## src/design/assert_macros.svh

```systemverilog
// ----------------------------------------------------------------------------
// Assertion macros
// Shared concurrent assertion wrappers. Simulation gets the checks; synthesis
// gets empty bodies.
// ----------------------------------------------------------------------------
`ifndef ASSERT_MACROS_SVH
`define ASSERT_MACROS_SVH

`ifndef SYNTHESIS

// Property must hold at every rising edge outside reset.
`define LFU_ASSERT(lbl, clk, rst_n, prop) \
	lbl: assert property (@(posedge clk) disable iff (!rst_n) prop) \
		else $error("%m: assertion failed");

// Expression must never be true outside reset.
`define LFU_ASSERT_NEVER(lbl, clk, rst_n, expr) \
	lbl: assert property (@(posedge clk) disable iff (!rst_n) !(expr)) \
		else $error("%m: forbidden condition seen");

`else

`define LFU_ASSERT(lbl, clk, rst_n, prop)
`define LFU_ASSERT_NEVER(lbl, clk, rst_n, expr)

`endif

`endif

```

## src/design/lfu_pkg.sv

```systemverilog
// ----------------------------------------------------------------------------
// lfu_pkg
// Types and constants shared by the LFU cache, its channel interfaces and
// its sequencer.
// ----------------------------------------------------------------------------
package lfu_pkg;

	// Number of cache entries.
	localparam int ENTRIES = 16;
	// Width of an entry index and of a recency rank.
	localparam int IDX_W = (ENTRIES > 1) ? $clog2(ENTRIES) : 1;
	// Width of an occupancy count, able to hold ENTRIES itself.
	localparam int CNT_W = $clog2(ENTRIES + 1);
	// Key, value and use count widths.
	localparam int DATA_W = 32;
	// Capacity register.
	localparam int CAP_W = 5;
	localparam logic [CAP_W-1:0] CAP_RESET = 5'd16;

	// Operation codes.
	localparam logic OP_GET = 1'b0;
	localparam logic OP_PUT = 1'b1;

	// Sequencer states.
	typedef enum logic [2:0] {
		ST_IDLE,
		ST_SCAN,
		ST_DECIDE,
		ST_RANK,
		ST_DONE
	} lfu_state_t;

endpackage

```

## src/design/lfu_req_if.sv

```systemverilog
// ----------------------------------------------------------------------------
// lfu_req_if
// Request channel: one beat carries a get or a put with key and value.
// ----------------------------------------------------------------------------
interface lfu_req_if;
	import lfu_pkg::*;

	logic                     valid;
	logic                     ready;
	logic                     operation;
	logic signed [DATA_W-1:0] key;
	logic signed [DATA_W-1:0] value_in;

	modport source (output valid, output operation, output key, output value_in,
		input ready);
	modport sink (input valid, input operation, input key, input value_in,
		output ready);

endinterface

```

## src/design/lfu_rsp_if.sv

```systemverilog
// ----------------------------------------------------------------------------
// lfu_rsp_if
// Response channel: one beat per get, with hit flag and value.
// ----------------------------------------------------------------------------
interface lfu_rsp_if;
	import lfu_pkg::*;

	logic                     valid;
	logic                     ready;
	logic                     hit;
	logic signed [DATA_W-1:0] value_out;

	modport source (output valid, output hit, output value_out, input ready);
	modport sink (input valid, input hit, input value_out, output ready);

endinterface

```

## src/design/lfu_cache_lru_tiebreak.sv

```systemverilog
// ----------------------------------------------------------------------------
// lfu_cache_lru_tiebreak
// Key-value cache with least-frequently-used replacement; ties go to the
// least recently touched entry. One compare unit walks the entries under a
// small sequencer.
// ----------------------------------------------------------------------------
//
// Channel   Dir   Beat contents                  Beats
// req       in    operation, key, value_in       one per request
// rsp       out   hit, value_out                 one per get, none per put
// cfg       in    cfg_we, cfg_wdata (capacity)   single-cycle write
//
// A request runs the scan pass, the decide state, the rank pass when the recency
// ranks are updated (get hit, put hit, put with eviction), and the done state;
// the next accept waits for idle. The scan pass and the rank pass each visit
// one entry per cycle through the shared compare unit.
// Reset clears the valid bits and occupancy at once; no clearing pass.
// A stalled rsp holds the finished get in its final state until the output
// register frees; one result may wait while the next request is accepted.
// ----------------------------------------------------------------------------
`include "assert_macros.svh"

module lfu_cache_lru_tiebreak (
	input  logic                      clk,
	input  logic                      arst_n,
	lfu_req_if.sink                   req,
	lfu_rsp_if.source                 rsp,
	input  logic                      cfg_we,
	input  logic [lfu_pkg::CAP_W-1:0] cfg_wdata
);
	import lfu_pkg::*;

	// Entry storage.
	logic [ENTRIES-1:0] valid_q;
	logic [DATA_W-1:0]  keys_q   [ENTRIES];
	logic [DATA_W-1:0]  values_q [ENTRIES];
	logic [DATA_W-1:0]  counts_q [ENTRIES];
	logic [IDX_W-1:0]   ranks_q  [ENTRIES];
	logic [CNT_W-1:0]   occ_q;
	logic [CAP_W-1:0]   cap_q;

	// Sequencer and request registers.
	lfu_state_t        state_q, state_d;
	logic [IDX_W-1:0]  idx_q;
	logic              op_q;
	logic [DATA_W-1:0] key_q;
	logic [DATA_W-1:0] val_q;

	// Scan results.
	logic              found_q;
	logic [IDX_W-1:0]  hit_idx_q;
	logic [DATA_W-1:0] hit_val_q;
	logic [DATA_W-1:0] hit_cnt_q;
	logic [IDX_W-1:0]  hit_rank_q;
	logic              vic_found_q;
	logic [IDX_W-1:0]  vic_idx_q;
	logic [DATA_W-1:0] vic_cnt_q;
	logic [IDX_W-1:0]  vic_rank_q;
	logic              free_found_q;
	logic [IDX_W-1:0]  free_idx_q;

	// Rank pass target.
	logic [IDX_W-1:0]  target_q;
	logic [IDX_W-1:0]  old_rank_q;

	// Output register.
	logic              rsp_valid_q;
	logic              rsp_hit_q;
	logic [DATA_W-1:0] rsp_val_q;

	// Sequencer outputs.
	logic in_ready;
	logic scan_en;
	logic decide_en;
	logic rank_en;
	logic done_en;
	logic out_free;
	logic last_idx;

	// Decision signals.
	logic [CNT_W-1:0]  cap_eff;
	logic              put_new;
	logic              use_free;
	logic              use_vic;
	logic              need_rank;
	logic [IDX_W-1:0]  tgt;
	logic [DATA_W-1:0] cnt_inc;

	// Shared compare unit, looking at the entry under the index.
	logic cur_match;
	logic cur_better;

	assign last_idx = (idx_q == IDX_W'(ENTRIES - 1));
	assign out_free = !rsp_valid_q || rsp.ready;

	// Key match and victim order for the current entry.
	always_comb begin
		cur_match  = valid_q[idx_q] && (keys_q[idx_q] == key_q);
		cur_better = valid_q[idx_q] && (!vic_found_q ||
			(counts_q[idx_q] < vic_cnt_q) ||
			((counts_q[idx_q] == vic_cnt_q) && (ranks_q[idx_q] < vic_rank_q)));
	end

	// Effective capacity and the action for the request.
	always_comb begin
		if (32'(cap_q) > 32'(ENTRIES)) begin
			cap_eff = CNT_W'(ENTRIES);
		end else begin
			cap_eff = CNT_W'(cap_q);
		end
		put_new   = (op_q == OP_PUT) && !found_q;
		use_free  = put_new && (cap_eff != '0) && (occ_q < cap_eff) && free_found_q;
		use_vic   = put_new && (cap_eff != '0) && !use_free && vic_found_q;
		need_rank = found_q || use_vic;
		if (found_q) begin
			tgt = hit_idx_q;
		end else if (use_free) begin
			tgt = free_idx_q;
		end else begin
			tgt = vic_idx_q;
		end
		cnt_inc = (hit_cnt_q == '1) ? hit_cnt_q : hit_cnt_q + DATA_W'(1);
	end

	// Next state.
	always_comb begin
		state_d = state_q;
		unique case (state_q)
			ST_IDLE: begin
				if (req.valid) state_d = ST_SCAN;
			end
			ST_SCAN: begin
				if (last_idx) state_d = ST_DECIDE;
			end
			ST_DECIDE: begin
				state_d = need_rank ? ST_RANK : ST_DONE;
			end
			ST_RANK: begin
				if (last_idx) state_d = ST_DONE;
			end
			ST_DONE: begin
				if (op_q == OP_PUT || out_free) state_d = ST_IDLE;
			end
			default: state_d = ST_IDLE;
		endcase
	end

	// Sequencer outputs.
	always_comb begin
		in_ready  = 1'b0;
		scan_en   = 1'b0;
		decide_en = 1'b0;
		rank_en   = 1'b0;
		done_en   = 1'b0;
		unique case (state_q)
			ST_IDLE:   in_ready = 1'b1;
			ST_SCAN:   scan_en = 1'b1;
			ST_DECIDE: decide_en = 1'b1;
			ST_RANK:   rank_en = 1'b1;
			ST_DONE:   done_en = (op_q == OP_GET) && out_free;
			default:   in_ready = 1'b0;
		endcase
	end

	assign req.ready     = in_ready;
	assign rsp.valid     = rsp_valid_q;
	assign rsp.hit       = rsp_hit_q;
	assign rsp.value_out = rsp_val_q;

	// Control state.
	always_ff @(posedge clk or negedge arst_n) begin
		if (!arst_n) begin
			state_q      <= ST_IDLE;
			idx_q        <= '0;
			valid_q      <= '0;
			occ_q        <= '0;
			cap_q        <= CAP_RESET;
			found_q      <= 1'b0;
			vic_found_q  <= 1'b0;
			free_found_q <= 1'b0;
			rsp_valid_q  <= 1'b0;
		end else begin
			state_q <= state_d;
			if (cfg_we) cap_q <= cfg_wdata;

			// Index walks the entries in both passes.
			if (scan_en || rank_en) begin
				idx_q <= last_idx ? '0 : idx_q + IDX_W'(1);
			end

			// Clear the scan flags when a beat is taken.
			if (req.valid && in_ready) begin
				found_q      <= 1'b0;
				vic_found_q  <= 1'b0;
				free_found_q <= 1'b0;
				idx_q        <= '0;
			end

			// Scan pass: first match, best victim, first free slot.
			if (scan_en) begin
				if (cur_match && !found_q) found_q <= 1'b1;
				if (cur_better) vic_found_q <= 1'b1;
				if (!valid_q[idx_q] && !free_found_q) free_found_q <= 1'b1;
			end

			// Fill of a free slot.
			if (decide_en && use_free) begin
				valid_q[tgt] <= 1'b1;
				occ_q        <= occ_q + CNT_W'(1);
			end

			// Output register: a new result takes priority over draining.
			if (done_en) begin
				rsp_valid_q <= 1'b1;
			end else if (rsp.ready) begin
				rsp_valid_q <= 1'b0;
			end
		end
	end

	// Payload registers.
	always_ff @(posedge clk) begin
		if (req.valid && in_ready) begin
			op_q  <= req.operation;
			key_q <= req.key;
			val_q <= req.value_in;
		end

		if (scan_en) begin
			if (cur_match && !found_q) begin
				hit_idx_q  <= idx_q;
				hit_val_q  <= values_q[idx_q];
				hit_cnt_q  <= counts_q[idx_q];
				hit_rank_q <= ranks_q[idx_q];
			end
			if (cur_better) begin
				vic_idx_q  <= idx_q;
				vic_cnt_q  <= counts_q[idx_q];
				vic_rank_q <= ranks_q[idx_q];
			end
			if (!valid_q[idx_q] && !free_found_q) free_idx_q <= idx_q;
		end

		// Entry writes for the chosen action.
		if (decide_en) begin
			target_q   <= tgt;
			old_rank_q <= found_q ? hit_rank_q : vic_rank_q;
			if (found_q) begin
				counts_q[tgt] <= cnt_inc;
				if (op_q == OP_PUT) values_q[tgt] <= val_q;
			end
			if (use_free || use_vic) begin
				keys_q[tgt]   <= key_q;
				values_q[tgt] <= val_q;
				counts_q[tgt] <= DATA_W'(1);
			end
			if (use_free) ranks_q[tgt] <= occ_q[IDX_W-1:0];
		end

		// Rank pass: newer entries move down, the target becomes most recent.
		if (rank_en) begin
			if (idx_q == target_q) begin
				ranks_q[idx_q] <= IDX_W'(occ_q - CNT_W'(1));
			end else if (valid_q[idx_q] && (ranks_q[idx_q] > old_rank_q)) begin
				ranks_q[idx_q] <= ranks_q[idx_q] - IDX_W'(1);
			end
		end

		// Result of a get.
		if (done_en) begin
			rsp_hit_q <= found_q;
			rsp_val_q <= found_q ? hit_val_q : '0;
		end
	end

	// Occupancy always matches the number of valid entries.
	`LFU_ASSERT(a_occ_matches_valid, clk, arst_n, $countones(valid_q) == 32'(occ_q))
	// Occupancy never shrinks.
	`LFU_ASSERT(a_occ_monotonic, clk, arst_n, 1'b1 |=> occ_q >= $past(occ_q))
	// An accepted beat always starts a scan.
	`LFU_ASSERT(a_accept_scans, clk, arst_n, (req.valid && req.ready) |=> state_q == ST_SCAN)
	// A finished get never overwrites a result that is still waiting.
	`LFU_ASSERT_NEVER(a_no_drop, clk, arst_n, done_en && rsp_valid_q && !rsp.ready)

endmodule
```

## src/flat_wrapper.sv

```systemverilog
// flat-port wrapper written by rule: the top's interface ports become plain ports
module lfu_cache_lru_tiebreak_flat import lfu_pkg::*;
  (clk, arst_n, cfg_we, cfg_wdata, req_valid, req_operation, req_key, req_value_in, req_ready, rsp_valid, rsp_hit, rsp_value_out, rsp_ready);
  lfu_req_if req_i ();
  lfu_rsp_if rsp_i ();
  input  logic clk;
  input  logic arst_n;
  input  logic cfg_we;
  input  logic [lfu_pkg::CAP_W-1:0] cfg_wdata;
  input wire logic [$bits(req_i.valid)-1:0] req_valid;
  input wire logic [$bits(req_i.operation)-1:0] req_operation;
  input wire logic [$bits(req_i.key)-1:0] req_key;
  input wire logic [$bits(req_i.value_in)-1:0] req_value_in;
  output wire logic [$bits(req_i.ready)-1:0] req_ready;
  output wire logic [$bits(rsp_i.valid)-1:0] rsp_valid;
  output wire logic [$bits(rsp_i.hit)-1:0] rsp_hit;
  output wire logic [$bits(rsp_i.value_out)-1:0] rsp_value_out;
  input wire logic [$bits(rsp_i.ready)-1:0] rsp_ready;
  assign req_i.valid = req_valid;
  assign req_i.operation = req_operation;
  assign req_i.key = req_key;
  assign req_i.value_in = req_value_in;
  assign req_ready = req_i.ready;
  assign rsp_valid = rsp_i.valid;
  assign rsp_hit = rsp_i.hit;
  assign rsp_value_out = rsp_i.value_out;
  assign rsp_i.ready = rsp_ready;
  lfu_cache_lru_tiebreak u_core (.clk(clk), .arst_n(arst_n), .req(req_i), .rsp(rsp_i), .cfg_we(cfg_we), .cfg_wdata(cfg_wdata));
endmodule
```

## config.mk

```make
export PLATFORM = sky130hd
export DESIGN_NAME = lfu_cache_lru_tiebreak_flat
export DESIGN_NICKNAME = d
export VERILOG_FILES = /design/src/design/lfu_pkg.sv /design/src/design/lfu_req_if.sv /design/src/design/lfu_rsp_if.sv /design/src/design/lfu_cache_lru_tiebreak.sv /design/src/flat_wrapper.sv
export VERILOG_INCLUDE_DIRS = /design/src /design/src/design
export SDC_FILE = /design/constraint.sdc
export NUM_CORES = 2
export LEC_CHECK = 0
export ABC_CLOCK_PERIOD_IN_PS = 9700
export BUFFER_PORTS_ARGS = -buffer_cell sky130_fd_sc_hd__buf_2
export CAP_MARGIN = 20
export CORE_ASPECT_RATIO = 0.5
export CORE_UTILIZATION = 55
export DETAILED_ROUTE_END_ITERATION = 10
export GPL_TIMING_DRIVEN = 0
export PLACE_DENSITY = 0.71
export SLEW_MARGIN = 40
export SYNTH_ARGS = -nofsm -noshare
export SYNTH_HDL_FRONTEND = slang
export SYNTH_SLANG_ARGS = --single-unit
```

## constraint.sdc

```tcl
create_clock -name clk -period 9.7 [get_ports clk]
set_input_delay 0.97 -clock clk [delete_from_list [all_inputs] [get_ports clk]]
set_output_delay 0.97 -clock clk [all_outputs]
set_load 0.01 [all_outputs]
```

==> reports/qor_table.md <==
| Result | Reported | Unit |
|---|---|---|
| Final period utilization | 0.7499 | - |
| Logic pwr share | 0.269 | - |
| GRT Residual Overflow | 0 | - |
| Cell count along the critical path | 17 | - |
| Largest stage delay, worst path | 0.70 | ns |
| WL per Instance | 31.49 | um |
| Via count of the first global-routing pass | 36410 | - |
| Number of instances in the synthesized netlist | 3307 | - |
| Prevailing post-synth register cell | edfxtp_1 | - |
| Max-slew headroom at the worst pin | 0.3979 | - |
| Clock share of power | 0.295 | - |
| Total buffers and inverters traversed by the critical path | 8 | - |
| Detailed placement HPWL | 115.7 | mm |
| Final setup skew | 0.06217 | ns |
| Final worst path period need | 7.274 | ns |
| Area Growth Syn to Fin | 15.16 | % |
| Total of max-cap violations | 0 | - |
| Syn. warnings | 0 | - |
| Syn avg cell area | 21.82 | um^2 |
| Buffer cell driving the clock tree root | clkbuf_16 | - |
| Yosys cell types | 71 | - |
| Max-slew violation total from the final report | 0 | - |
| Pwr/cell area | 256.7 | mW/mm^2 |
| Library cell contributing the largest single delay on the critical path | clkbuf_1 | - |
| Core Area | 0.1294 | mm^2 |
| Utilization after layout | 0.6423 | - |
| TritonCTS clock tree | yes | - |
| Pin count of the biggest net entering global routing | 52 | - |
| Post-synthesis sequential element count | 1859 | - |
| Drt initial violations | 4925 | - |
| Share of final-layout standard cells stronger than drive strength 1 | 0.2939 | - |
| Post-placement cell area | 0.07797 | mm^2 |
| Max IR drop VDD | 0.1768 | mV |
| Worst-path cell chain | buf_6 -> buf_6 -> buf_4 -> buf_4 -> buf_2 -> clkbuf_1 -> buf_1 -> mux4_2 -> mux4_2 -> ha_1 -> nand4_1 -> a2111oi_2 -> nand3_1 -> a21oi_1 -> o21ai_0 -> o21ai_4 -> buf_16 | - |
| I/O Pins | 110 | - |
| Internal Dissipation | 0.01498 | W |
| Reg-to-Reg Start | u_core.idx_q[1] | - |
| Max Clk Rate | 137.5 | MHz |
| Worst setup path startpoint | u_core.idx_q[1] | - |
| Worst R2R Setup Slack | 2.43 | ns |
| Worst EP arrival | 7.76 | ns |
| Final setup TNS | 0 | ns |
| R2R Path End | u_core.vic_idx_q[2] | - |
| Result of the run | completed | - |
| Initial cell density of the core | 0.5578 | - |
| DRC violations left | 0 | - |
| CTS H-Tree Depth | 4 | - |
| Slew @ Worst Pin | 0.9032 | ns |
| Number of nets in the layout | 3831 | - |
| CTS clk-pin slew, worst paths | 0.07 | ns |
| Floorplan die height | 258.2 | um |
| Worst hold slack | 0.1438 | ns |
| CP delay by family, top | buffers and inverters | - |
| Tightest Hold Check Type | primary input to asynchronous set/reset pin | - |
| Critical path data required time | 10.18 | ns |
| Quantity of hold-fixing buffers added after cts | 0 | - |
| Proportion of power drawn by flip-flops and latches | 0.436 | - |
| TritonCTS sink count | 1859 | - |
| Switch share | 0.2979 | - |
| Horiz. Die Dim | 514.3 | um |
| Part of the Yosys area used for sequential elements | 0.7709 | - |
| Detailed Routing Iterations Pass 1 | 5 | - |
| Via count of the routed design | 36290 | - |
| Power dissipated by switching net loads | 0.006357 | W |
| RSZ-0062 raised after global routing | no | - |
| Class of the most critical setup path | flop to flop | - |
| Category of the worst setup path capture point | flop | - |
| Total Routed Length | 176.1 | mm |
| Leak Pwr | 26.57 | nW |
| Nets in the synthesized netlist | 3429 | - |
| Number of routed nets with antenna violations | 0 | - |
| Total instance count after detailed placement | 5309 | - |
| Number of buffers added by the clock tree synthesis step | 155 | - |
| Post-synth EDFFs | 1822 | - |
| Via density per instance | 6.489 | - |
| Sort of element at the start of the critical path | flop | - |
| Number of rows created at floorplan | 93 | - |
| Gates resized, CTS repair | 0 | - |
| Longest Clk Path Bufs | 3 | - |
| Final weighted congestion in routability-driven placement | 0.8896 | - |
| Initial antenna violation count | 3 | - |
| Length in cells of the worst reg-to-reg path | 17 | - |
| Top fanout value on the critical path | 14 | - |
| Number of buffers added on ports | 109 | - |
| Number of setup violations in the final report | 0 | - |
| Clk_lat worst skew | 0.82 | ns |
| Total Die Area | 0.1328 | mm^2 |
| Final instance count without filler cells | 5592 | - |
| Area of the mapped netlist | 0.07217 | mm^2 |
| Design Area, Final | 0.08311 | mm^2 |
| Global-route wire length before repair | 252.8 | mm |
| Final hold violations | 0 | - |
| Fraction of registers with async set/reset | 0.01990 | - |
| Endpoint of the worst setup timing path | u_core.vic_idx_q[2] | - |
| Total setup buffers inserted after CTS | 0 | - |
| Global routing usage summed across all routing layers | 0.2683 | - |
[cells in the final DEF (no fill, tap or decap), drive strengths merged, types with 12 or more instances in the layout]
| master | count |
|---|---|
| o21bai | 16 |
| a21o | 14 |
| nand4 | 24 |
| nor3 | 19 |
| mux2 | 14 |
| bufinv | 12 |
| mux4 | 454 |
| inv | 71 |
| buf | 333 |
| a22oi | 15 |
| nor2 | 147 |
| mux2i | 93 |
| xnor2 | 39 |
| nand2 | 80 |
| and2 | 43 |
| ha | 47 |
| xor2 | 29 |
| nand3 | 22 |
| o21ai | 30 |
| clkinv | 71 |
| a21oi | 30 |
| edfxtp | 1822 |
| dfrtp | 36 |
| clkbuf | 245 |
[state kept, by name (all words and copies together), names as in the netlist, 5 cells and up]
| name | count |
|---|---|
| u_core.keys_q | 512 |
| u_core.valid_q | 16 |
| u_core.cap_q | 5 |
| u_core.key_q | 32 |
| u_core.counts_q | 512 |
| u_core.hit_val_q | 32 |
| u_core.val_q | 32 |
| u_core.vic_cnt_q | 32 |
| u_core.occ_q | 5 |
| u_core.ranks_q | 64 |
| u_core.rsp.value_out | 32 |
| u_core.hit_cnt_q | 32 |
| u_core.values_q | 512 |
[Yosys cell counts, drive strengths merged, types with 30 or more instances]
| cell | n | area share |
|---|---|---|
| and2 | 43 | 0.0037 |
| ha | 47 | 0.0081 |
| clkbuf | 52 | 0.0027 |
| mux2i | 93 | 0.013 |
| nor2 | 147 | 0.0076 |
| xnor2 | 39 | 0.0047 |
| dfrtp | 36 | 0.012 |
| edfxtp | 1822 | 0.76 |
| inv | 66 | 0.0034 |
| mux4 | 454 | 0.14 |
| a21oi | 30 | 0.0021 |
| nand2 | 80 | 0.0042 |
| buf | 91 | 0.0071 |
| o21ai | 30 | 0.0021 |
[cell type report]
cell class              count  area [um^2]
diodes                      1        2.502
flip-flops and latches   1859        55640
multi-input cells        1239        16080
well taps                1757         2198
clock inverters            92         1002
clock buffers             190         4051
inverters                  66        255.2
repair buffers            245         3117
plain buffers             143        770.7
fillers                  8283        46280
[worst min path at each step]
| stage | endpoint | start | cells after the start | slack (ns) |
|---|---|---|---|---|
| 2_1_floorplan | u_core.valid_q[12] | u_core.valid_q[12] | 1 | 0.44 |
| 3_3_place_gp | u_core.valid_q[6] | u_core.valid_q[6] | 1 | 0.45 |
| 3_5_place_dp | u_core.valid_q[4] | u_core.valid_q[4] | 1 | 0.46 |
| 4_1_cts | u_core.cap_q[2] | arst_n | 1 | 0.27 |
| 5_1_grt | u_core.occ_q[3] | arst_n | 1 | 0.17 |
| 6_report | u_core.occ_q[4] | arst_n | 1 | 0.14 |
[cells by family (layout without fill, tap and decap cells)]
family	Yosys count	in the layout	share of synthesized area
other	0	1	0
adders and majority gates	47	47	0.008148
AOI/OAI and AO/OA	177	177	0.01708
xor gates and xnor gates	68	68	0.008252
buffers and inverters	209	736	0.01328
DFF	1859	1859	0.7709
and+or+nand+nor	386	386	0.02531
muxes	561	561	0.1570
[per-layer routing]
layer	vias to the layer above	wire, um	track usage
met2	2179	84640	0.4239
li1	14550	-	-
met5	-	0	0
met4	0	3864	0.07095
met3	261	17760	0.05319
met1	19300	69810	0.3886
[power groups by stage]
stage	registers, W	clock network, W	logic [W]
floorplan	0.00940	0	0.00386
global placement	0.00947	0	0.00555
detailed placement	0.00947	0	0.00569
CTS	0.00930	0.00633	0.00574
global route	0.00931	0.00664	0.00605
finish	0.00930	0.00630	0.00574
[per-stage QoR]
stage,worst slack (ns),power (W)
floorplan,2.195,0.01326
global placement,-3.073,0.01502
detailed placement,2.245,0.01516
CTS,2.182,0.02137
global route,2.236,0.02200
finish,2.426,0.02134
Note: power is estimated with default switching activity, not from simulation.
